$ cat src/design/tccs_pkg.sv
// ============================================================================
// tccs_pkg
// Shared constants and control/status types for the text console screen.
// ============================================================================
`default_nettype none

package tccs_pkg;

    // default screen geometry
    localparam int DEF_COLS = 64;
    localparam int DEF_ROWS = 32;

    // field widths of the word interfaces
    localparam int KIND_W = 3;
    localparam int CHAR_W = 8;
    localparam int TCOL_W = 6;
    localparam int TROW_W = 5;

    // command kinds
    localparam logic [KIND_W-1:0] KIND_PUT   = 3'd0;
    localparam logic [KIND_W-1:0] KIND_SET   = 3'd1;
    localparam logic [KIND_W-1:0] KIND_BACK  = 3'd2;
    localparam logic [KIND_W-1:0] KIND_FWD   = 3'd3;
    localparam logic [KIND_W-1:0] KIND_GOTO  = 3'd4;
    localparam logic [KIND_W-1:0] KIND_CLEAR = 3'd5;
    localparam logic [KIND_W-1:0] KIND_READ  = 3'd6;

    // special character codes
    localparam logic [CHAR_W-1:0] CHAR_LF    = 8'd10;
    localparam logic [CHAR_W-1:0] CHAR_CR    = 8'd13;
    localparam logic [CHAR_W-1:0] CHAR_BLANK = 8'h20;

    // controller -> datapath commands
    typedef struct packed {
        logic latch_item;   // capture the input word
        logic step;         // apply cursor update / cell write / clear
        logic fill_start;   // reset the row blanking counter
        logic fill_en;      // write one blank into the cursor row
        logic rd_en;        // read the target cell
        logic load_out;     // load the result register
    } t_cmd;

    // datapath -> controller status
    typedef struct packed {
        logic need_fill;    // cell write aimed at a row not yet blanked
        logic is_read;      // held word is a read cell
        logic fill_last;    // blanking counter on the last column
    } t_sts;

endpackage

`default_nettype wire

$ cat src/design/tccs_ctrl.sv
// ============================================================================
// tccs_ctrl
// Sequencing state machine: accepts a word, runs row blanking or a cell
// read when needed, and hands the result to the output register.
// ============================================================================
`default_nettype none

module tccs_ctrl (
    input  wire logic           i_clk,
    input  wire logic           i_rst_n,
    input  wire logic           i_in_valid,
    output logic                o_in_stall,
    output logic                o_out_valid,
    input  wire logic           i_out_stall,
    input  wire tccs_pkg::t_sts i_sts,
    output tccs_pkg::t_cmd      o_cmd
);

    localparam logic [1:0] S_IDLE = 2'd0;
    localparam logic [1:0] S_EXEC = 2'd1;
    localparam logic [1:0] S_FILL = 2'd2;
    localparam logic [1:0] S_READ = 2'd3;

    logic [1:0] r_state;
    logic [1:0] n_state;
    logic       r_out_valid;
    logic       n_out_valid;
    logic       out_free;

    assign out_free   = !r_out_valid || !i_out_stall;
    assign o_in_stall = (r_state != S_IDLE);
    assign o_out_valid = r_out_valid;

    // next state and commands
    always_comb begin
        n_state = r_state;
        o_cmd   = '0;
        case (r_state)
            S_IDLE: begin
                if (i_in_valid) begin
                    o_cmd.latch_item = 1'b1;
                    n_state          = S_EXEC;
                end
            end
            S_EXEC: begin
                if (i_sts.need_fill) begin
                    o_cmd.fill_start = 1'b1;
                    n_state          = S_FILL;
                end else if (i_sts.is_read) begin
                    o_cmd.rd_en = 1'b1;
                    n_state     = S_READ;
                end else if (out_free) begin
                    o_cmd.step     = 1'b1;
                    o_cmd.load_out = 1'b1;
                    n_state        = S_IDLE;
                end
            end
            S_FILL: begin
                o_cmd.fill_en = 1'b1;
                if (i_sts.fill_last) begin
                    n_state = S_EXEC;
                end
            end
            S_READ: begin
                if (out_free) begin
                    o_cmd.load_out = 1'b1;
                    n_state        = S_IDLE;
                end
            end
            default: begin
                n_state = S_IDLE;
            end
        endcase
    end

    // result word valid flag
    always_comb begin
        if (o_cmd.load_out) begin
            n_out_valid = 1'b1;
        end else if (r_out_valid && !i_out_stall) begin
            n_out_valid = 1'b0;
        end else begin
            n_out_valid = r_out_valid;
        end
    end

    always_ff @(posedge i_clk) begin
        if (!i_rst_n) begin
            r_state     <= S_IDLE;
            r_out_valid <= 1'b0;
        end else begin
            r_state     <= n_state;
            r_out_valid <= n_out_valid;
        end
    end

    // a result is never loaded over an unconsumed one
    a_load_free: assert property (@(posedge i_clk) disable iff (!i_rst_n)
        o_cmd.load_out |-> (!r_out_valid || !i_out_stall))
        else $error("result loaded while output word still stalled");

    // an accepted word always goes to execution
    a_accept_exec: assert property (@(posedge i_clk) disable iff (!i_rst_n)
        (r_state == S_IDLE && i_in_valid) |=> (r_state == S_EXEC))
        else $error("accepted word not executed");

    // after blanking a row the write no longer needs a fill
    a_fill_done: assert property (@(posedge i_clk) disable iff (!i_rst_n)
        (r_state == S_FILL && i_sts.fill_last) |=>
            (r_state == S_EXEC && !i_sts.need_fill))
        else $error("row still marked unblanked after fill");

    // output valid only rises from a load
    a_valid_src: assert property (@(posedge i_clk) disable iff (!i_rst_n)
        $rose(r_out_valid) |-> $past(o_cmd.load_out))
        else $error("output valid without a load");

endmodule

`default_nettype wire

$ cat config.mk
export PLATFORM = sky130hd
export DESIGN_NAME = tccs_ctrl
export DESIGN_NICKNAME = d
export VERILOG_FILES = /design/src/design/tccs_pkg.sv /design/src/design/tccs_ctrl.sv
export SDC_FILE = /design/constraint.sdc
export NUM_CORES = 1
export LEC_CHECK = 0
export BUFFER_PORTS_ARGS = -buffer_cell sky130_fd_sc_hd__buf_4
export CAP_MARGIN = 10
export CELL_PAD_IN_SITES_DETAIL_PLACEMENT = 1
export CELL_PAD_IN_SITES_GLOBAL_PLACEMENT = 2
export CORE_AREA = 2 2 39 41
export CTS_CLUSTER_SIZE = 24
export DETAILED_ROUTE_END_ITERATION = 8
export DIE_AREA = 0 0 41 43
export PLACE_DENSITY = 0.65
export SETUP_SLACK_MARGIN = 0.1
export SLEW_MARGIN = 30
export SYNTH_ARGS = -nofsm -noshare
export SYNTH_HDL_FRONTEND = slang
export SYNTH_SLANG_ARGS = --single-unit
export TNS_END_PERCENT = 100
$ cat constraint.sdc
create_clock -name i_clk -period 2.1 [get_ports i_clk]
set_input_delay 0.21 -clock i_clk [delete_from_list [all_inputs] [get_ports i_clk]]
set_output_delay 0.21 -clock i_clk [all_outputs]
set_load 0.01 [all_outputs]
== Word-level counts from Yosys, hierarchy flattened ==
Cells that the tools add are included.
Storage, ports and cells
  flip-flop bits (word level): 3
  input port bits: 7
  logic and storage cells: 35
Cells by class
  equality and inequality tests: 5
  muxes and demuxes: 20
  reduce and logical (&&, ||, !) cells: 8
Operators by type and width (number)
  $mux 2: 7
  $mux 1: 11
  $pmux 2 s4: 1
  $eq 2x2->1 const B: 2
  $ne 2x2->1 const B: 2
  $reduce_bool 2->1: 2
  $eq 2x1->1 const B: 1
  $logic_not 1->1: 2
  $logic_not 2->1: 1
  $pmux 1 s2: 1
  $reduce_and 2->1: 1
  $logic_and 1x1->1: 1
  $logic_or 1x1->1: 1

== Depth between registers and ports, before layout ==
Gate-level depths: netlist of the first run.
  depth after elaboration: 7
  gate-level depth with buffers: 3

== Worst setup path after synthesis of the first run ==
No wires, ideal clock.
  kind: flip-flop to output port
  from: register r_state[0]
  to: output o_cmd[4] (netlist bit)
  stages on the path, launching flop included: 3
  slack: 0.908 ns
  data required time: 1.890 ns
  arrival: 0.982 ns
  cell sequence: dfxtp_1 -> nand2b_1 -> nor4b_1
RTL lines
  start, declared: line tccs_ctrl.sv:24  | logic [1:0] r_state;
  start signal, assigned: line tccs_ctrl.sv:92  | r_state <= n_state;
  end, declared: line tccs_ctrl.sv:16  | output tccs_pkg::t_cmd o_cmd

==> results of run 1 <==
[worst paths after layout]
check             cells past startpoint                 endpoint                startpoint
setup reg to reg                      3  r_state[1]$_SDFFE_PN0P_   r_state[1]$_SDFFE_PN0P_
hold reg to reg                       2  r_state[1]$_SDFFE_PN0P_  o_out_valid$_SDFFE_PN0P_
hold / removal                        2  r_state[0]$_SDFFE_PN0P_                   i_rst_n
setup / recovery                      3                 o_cmd[4]   r_state[0]$_SDFFE_PN0P_
[flip-flops by register name, indices dropped and copies added, names as in the netlist]
| signal | count |
|---|---|
| r_state | 2 |
| o_out_valid | 1 |
[power groups by stage]
stage / logic, W / registers [W] / clock network [W]
after detailed placement: 0.0000605 / 0.0000708 / 0
after global placement: 0.0000612 / 0.0000706 / 0
after CTS: 0.0000609 / 0.0000701 / 0.000108
final: 0.0000595 / 0.0000698 / 0.000103
after global routing: 0.0000666 / 0.0000714 / 0.000115
after floorplan: 0.0000313 / 0.0000689 / 0
[worst max-delay path, stage by stage (launching register included)]
cell and delay [ps]:
dfxtp_1 470, nand2b_1 130, nor4b_1 260, buf_4 170
[per-layer routing]
| layer | vias to the layer above | GRT usage |
|---|---|---|
| met1 | 113 | 0.0965 |
| met5 | - | 0 |
| met2 | 9 | 0.119 |
| li1 | 131 | - |
| met4 | 0 | 0.100 |
| met3 | 2 | 0.0366 |
[per-stage QoR]
| stage | std cells | worst slack [ps] |
|---|---|---|
| floorplan | 29 | 908 |
| global placement | 58 | 869 |
| detailed placement | 58 | 841 |
| CTS | 62 | 571 |
| global route | 62 | 476 |
| finish | 62 | 611 |
[cells in the final DEF (no fill, tap or decap)]
master | synthesis | final
nand2_1 | 3 | 3
mux2i_1 | 1 | 1
a21oi_1 | 1 | 1
o21bai_1 | 1 | 1
nor3b_1 | 1 | 1
clkbuf_4 | 0 | 3
or2_1 | 1 | 1
inv_1 | 3 | 3
and3_1 | 1 | 1
nand3_1 | 1 | 1
nand2b_1 | 2 | 2
dfxtp_1 | 3 | 3
nand4_1 | 1 | 1
nor4b_1 | 1 | 1
o2111a_1 | 1 | 1
buf_4 | 1 | 14
a31oi_1 | 1 | 1
clkbuf_1 | 0 | 1
nor2b_1 | 1 | 1
nor2_1 | 3 | 3
or2_2 | 1 | 1
inv_2 | 1 | 1
[layout make-up]
cell class | instances | share of cell area
clock buffer | 4 | 0.0742
inverter | 4 | 0.0424
multi-input combinational | 21 | 0.360
sequential | 3 | 0.170
tap | 16 | 0.0565
timing repair buffer | 14 | 0.297
[logic make-up after synthesis]
logic type / Yosys count / synth area share
AND/OR/NAND/NOR: 16 / 0.417
buffers and inverters: 5 / 0.107
AO/OA/AOI/OAI: 4 / 0.143
flip-flops: 3 / 0.286
multiplexers: 1 / 0.0476
==> flow_summary_export.csv, run 1 <==
group,metric,value,unit
routing,route.antenna.remaining_nets,0,
worst_setup_path,worst-setup-path-type,"reg2out",
floorplanning,ioPinCount,15,
synth,ys_warn_count,0,
clock_network,cts_resized,0,
worst_setup_path,arrival,1280,ps
pwr,intPower,0.000167,W
routing,routed_wl,594,um
timing,worst_slew_pin_slew,281,ps
timing,finalHoldViolCount,0,
cells_and_area,nFillCells,187,
routing,wl_met2,292,um
timing,skew,4.75,ps
timing,drv_slew,0,
floorplanning,die_h,43,um
place,place_area,328,um^2
floorplanning,die_w,41,um
min_path,hold_class,"in2reg",
pwr,leakage,0.177,nW
grt,grt_max_degree,10,
worst_setup_path,required,1890,ps
routing,viasPerCell,4.11,
routing,firstDrtPassIters,2,
routing,wire_per_inst,9.58,um
grt,antenna_found_initial,0,
outcome,status,"finished clean",
clock_network,clk_latency,240,ps
synth,ys_ff_latch,3,
clock_network,cts_buffers,3,
synth,synth_top_area_frac,0.286,
worst_setup_path,crit_path_end_kind,"primary output",
clock_network,cts_tree,"yes",
pwr,pwr-share-clk,0.444,
cells_and_area,final_util,0.256,
worst_setup_path,cp-start-kind,"register",
synth,synth.area.top_cells,"dfxtp_1, nand2b_1, inv_1",
synth,seq_area_frac_synth,0.286,
routing,drt_iter0_drc,1,
grt,globalRouteTotalUtil,0.0904,
grt,grt_pass1_vias,257,
timing,post-route-period-util,0.709,
worst_setup_path,crit_fanout,9,
worst_setup_path,reg2reg_setup_slack,1070,ps
routing,wl_met1,235,um
cells_and_area,syn2layout_area_growth,68.5,%
synth,synthCells,29,
floorplanning,start_util,0.152,
clock_network,path_clk_slew,40,ps
routing,drc,0,
pwr,pwr-share-comb,0.256,
timing,hold_slack,229,ps
cells_and_area,postLayoutCellArea,354,um^2
clock_network,clockBufferDepth,2,
place,gp_congestion,0.677,
clock_network,cts-root-buf,"clkbuf_4",
synth,syn-num-nets,36,
pwr,ir_drop,0.000204,V
synth,synth_commonest_cells,"dfxtp_1, inv_1, nand2_1, nor2_1, nand2b_1",
pwr,power.switching,0.0000656,W
timing,max_slew_margin,0.812,
clock_network,hold_buffers,0,
synth,synth_top_area_cell,"dfxtp_1",
timing,timing.fmax,672,MHz
synth,ys_async_sr_fraction,0,
cells_and_area,regArea,60.1,um^2
grt,grt_pass1_wl,993,um
synth,synth_flop_cell,"dfxtp_1",
clock_network,post_cts_buffers,0,
timing,setup_tns,0,ps
synth,synth_cell_types,20,
pwr,powerDensity,657,nW/um^2
routing,met3WireLength,51,um
clock_network,cts-htree-levels,1,
floorplanning,row_count,14,
cells_and_area,multi_input_area,128,um^2
job,cap_violations,0,
timing,rsz0062_at_grt,"no",
grt,grt_overflow,0,
floorplanning,core_area,1380,um^2
clock_network,clock-sinks,3,
place,hpwl,457,um
pwr,power.share.sequential,0.300,
synth,syn-cell-area,210,um^2
pwr,switching_share,0.282,
timing,setup_viol,0,
floorplanning,die-area,1760,um^2
cells_and_area,nNetsFinal,54,
cells_and_area,drive_gt1_frac,0.413,
timing,period_needed,1490,ps
cells_and_area,antenna_cells,0,
routing,vias,255,
pwr,total_power,0.000233,W
synth,synth.avg_cell_area,7.25,um^2
synth,synth_edf_count,0,
place,port-buffer-count,14,
routing,highest_layer,"met4",
Power figures use the tool's default switching activity.
==> run 2: changes to the inputs <==
--- a/config.mk
+++ b/config.mk
@@ -9,11 +9,11 @@
 export CAP_MARGIN = 10
 export CELL_PAD_IN_SITES_DETAIL_PLACEMENT = 1
 export CELL_PAD_IN_SITES_GLOBAL_PLACEMENT = 2
-export CORE_AREA = 2 2 39 41
+export CORE_AREA = 2 2 40 42
 export CTS_CLUSTER_SIZE = 24
 export DETAILED_ROUTE_END_ITERATION = 8
-export DIE_AREA = 0 0 41 43
-export PLACE_DENSITY = 0.65
+export DIE_AREA = 0 0 42 44
+export PLACE_DENSITY = 0.62
 export SETUP_SLACK_MARGIN = 0.1
 export SLEW_MARGIN = 30
 export SYNTH_ARGS = -nofsm -noshare
==> constraint.sdc (replaced) <==
create_clock -name i_clk -period 1.5 [get_ports i_clk]
set_input_delay 0.15 -clock i_clk [delete_from_list [all_inputs] [get_ports i_clk]]
set_output_delay 0.15 -clock i_clk [all_outputs]
set_load 0.01 [all_outputs]
==> flow_summary_export.csv, run 2 (synthesized netlist as in run 1, its figures left out) <==
group,metric,value,unit
worst_setup_path,cp_slowest_stage_delay,350,ps
pwr,switching_share,0.269,
clock_network,post_cts_buffers,0,
worst_setup_path,worst-setup-path-type,"reg2out",
clock_network,path_clk_slew,30,ps
timing,setup_tns,0,ps
timing,worst_slew_pin_slew,206,ps
cells_and_area,nFillCells,180,
timing,finalHoldViolCount,0,
worst_setup_path,required,1350,ps
pwr,intPower,0.000238,W
worst_setup_path,path_cells,"nand2b_4, nor4b_2, buf_4",
floorplanning,die-area,1850,um^2
cells_and_area,nNetsFinal,54,
grt,grt_pass1_wl,972,um
place,place_ws,263,ps
min_path,hold_class,"in2reg",
clock_network,cts_tree,"yes",
timing,drv_slew,0,
cells_and_area,syn2layout_area_growth,75.6,%
cells_and_area,drive_gt1_frac,0.478,
worst_setup_path,crit_fanout,8,
timing,fin_ws,218,ps
pwr,power.share.sequential,0.306,
place,gp_congestion,0.703,
clock_network,clk_latency,230,ps
cells_and_area,antenna_cells,0,
worst_setup_path,slowest_stage,"dfxtp_1",
outcome,status,"finished clean",
worst_setup_path,arrival,1130,ps
clock_network,clock-sinks,3,
clock_network,cts_buffers,3,
routing,routed_wl,607,um
routing,route.antenna.remaining_nets,0,
clock_network,cts-htree-levels,1,
pwr,leakage,0.181,nW
clock_network,clockBufferDepth,2,
pwr,powerDensity,882,nW/um^2
timing,post-route-period-util,0.855,
routing,vias,255,
timing,timing.fmax,780,MHz
worst_setup_path,cp-start-kind,"register",
cells_and_area,largest_reg_flops,2,
grt,grt_overflow,0,
cells_and_area,multi_input_area,141,um^2
pwr,pwr-share-clk,0.419,
timing,period_needed,1280,ps
cells_and_area,final_common_cell,"buf_4",
routing,firstDrtPassIters,3,
place,hpwl,512,um
floorplanning,start_util,0.148,
clock_network,cts-root-buf,"clkbuf_4",
job,cap_violations,0,
grt,globalRouteTotalUtil,0.0711,
floorplanning,row_count,14,
pwr,ir_drop,0.000307,V
grt,antenna_found_initial,0,
pwr,pwr-share-comb,0.275,
routing,drc,0,
place,port-buffer-count,14,
worst_setup_path,crit_path_end_kind,"primary output",
routing,drt_iter0_drc,1,
floorplanning,core_area,1420,um^2
floorplanning,die_h,44,um
cells_and_area,final_cell_mix,"buf_4, nand2_1, inv_1, nor2_1, clkbuf_4",
timing,skew,0.145,ps
grt,grt_max_degree,10,
floorplanning,ioPinCount,15,
timing,rsz0062_at_grt,"no",
cells_and_area,largest-register,"r_state",
floorplanning,die_w,42,um
cells_and_area,regArea,61.3,um^2
timing,setup_viol,0,
cells_and_area,instances_no_fill,62,
routing,viasPerCell,4.11,
routing,wire_per_inst,9.79,um
pwr,power.switching,0.0000874,W
grt,grt_pass1_vias,252,
timing,max_slew_margin,0.862,
place,dp.cells,58,
run 2: cell counts in the layout (fill, tap and decap cells not counted):
No cell type changed its count.
run 2: area by class of cell:
cell class              instances  share of cell area
clock buffers                   4              0.0712
inverters                       4              0.0407
multi-input cells              21               0.383
flip-flops and latches          3               0.166
well taps                      16              0.0542
repair buffers                 14               0.285
run 2: what timing repair did:
action,CTS,global route
gates resized for setup,2,1
setup endpoints to repair,1,1
hold buffers,0,0
run 2: power by group through the flow:
stage	logic [W]	registers, W	clock network [W]
after floorplan	0.0000439	0.0000965	0
after global placement	0.0000856	0.0000984	0
after detailed placement	0.0000865	0.0000987	0
after CTS	0.0000883	0.0000977	0.000145
after global routing	0.0000978	0.000101	0.000151
final	0.0000895	0.0000995	0.000136
run 2: worst max-delay path, delay by kind of cell, from the launching register on:
kind	cells	cell delay (ps)
and+or+nand+nor	2	390
DFF	1	350
buffers and inverters	1	160
run 2: path summary, 6_finish.rpt:
path | startpoint | endpoint | slack [ps] | cells past startpoint
min reg2reg | o_out_valid$_SDFFE_PN0P_ | r_state[1]$_SDFFE_PN0P_ | 520 | 2
max | r_state[1]$_SDFFE_PN0P_ | o_cmd[4] | 220 | 3
max reg2reg | r_state[1]$_SDFFE_PN0P_ | r_state[1]$_SDFFE_PN0P_ | 500 | 3
min | i_rst_n | r_state[0]$_SDFFE_PN0P_ | 180 | 2
run 2: layer usage:
layer / global-route usage / wire (um) / vias up
met4: 0.0774 / 0 / 0
met5: 0 / 0 / -
li1: - / - / 130
met3: 0.0208 / 39 / 0
met1: 0.0819 / 276 / 115
met2: 0.100 / 292 / 10
run 2: stage by stage:
step	hold slack (ps)	power (W)	instance area, um^2	utilization
3_5_place_dp	428	0.000185	328	0.231
4_1_cts	175	0.000331	362	0.255
5_1_grt	172	0.000350	369	0.260
2_1_floorplan	281	0.000140	210	-
6_report	179	0.000325	369	0.260
3_3_place_gp	413	0.000184	328	0.231
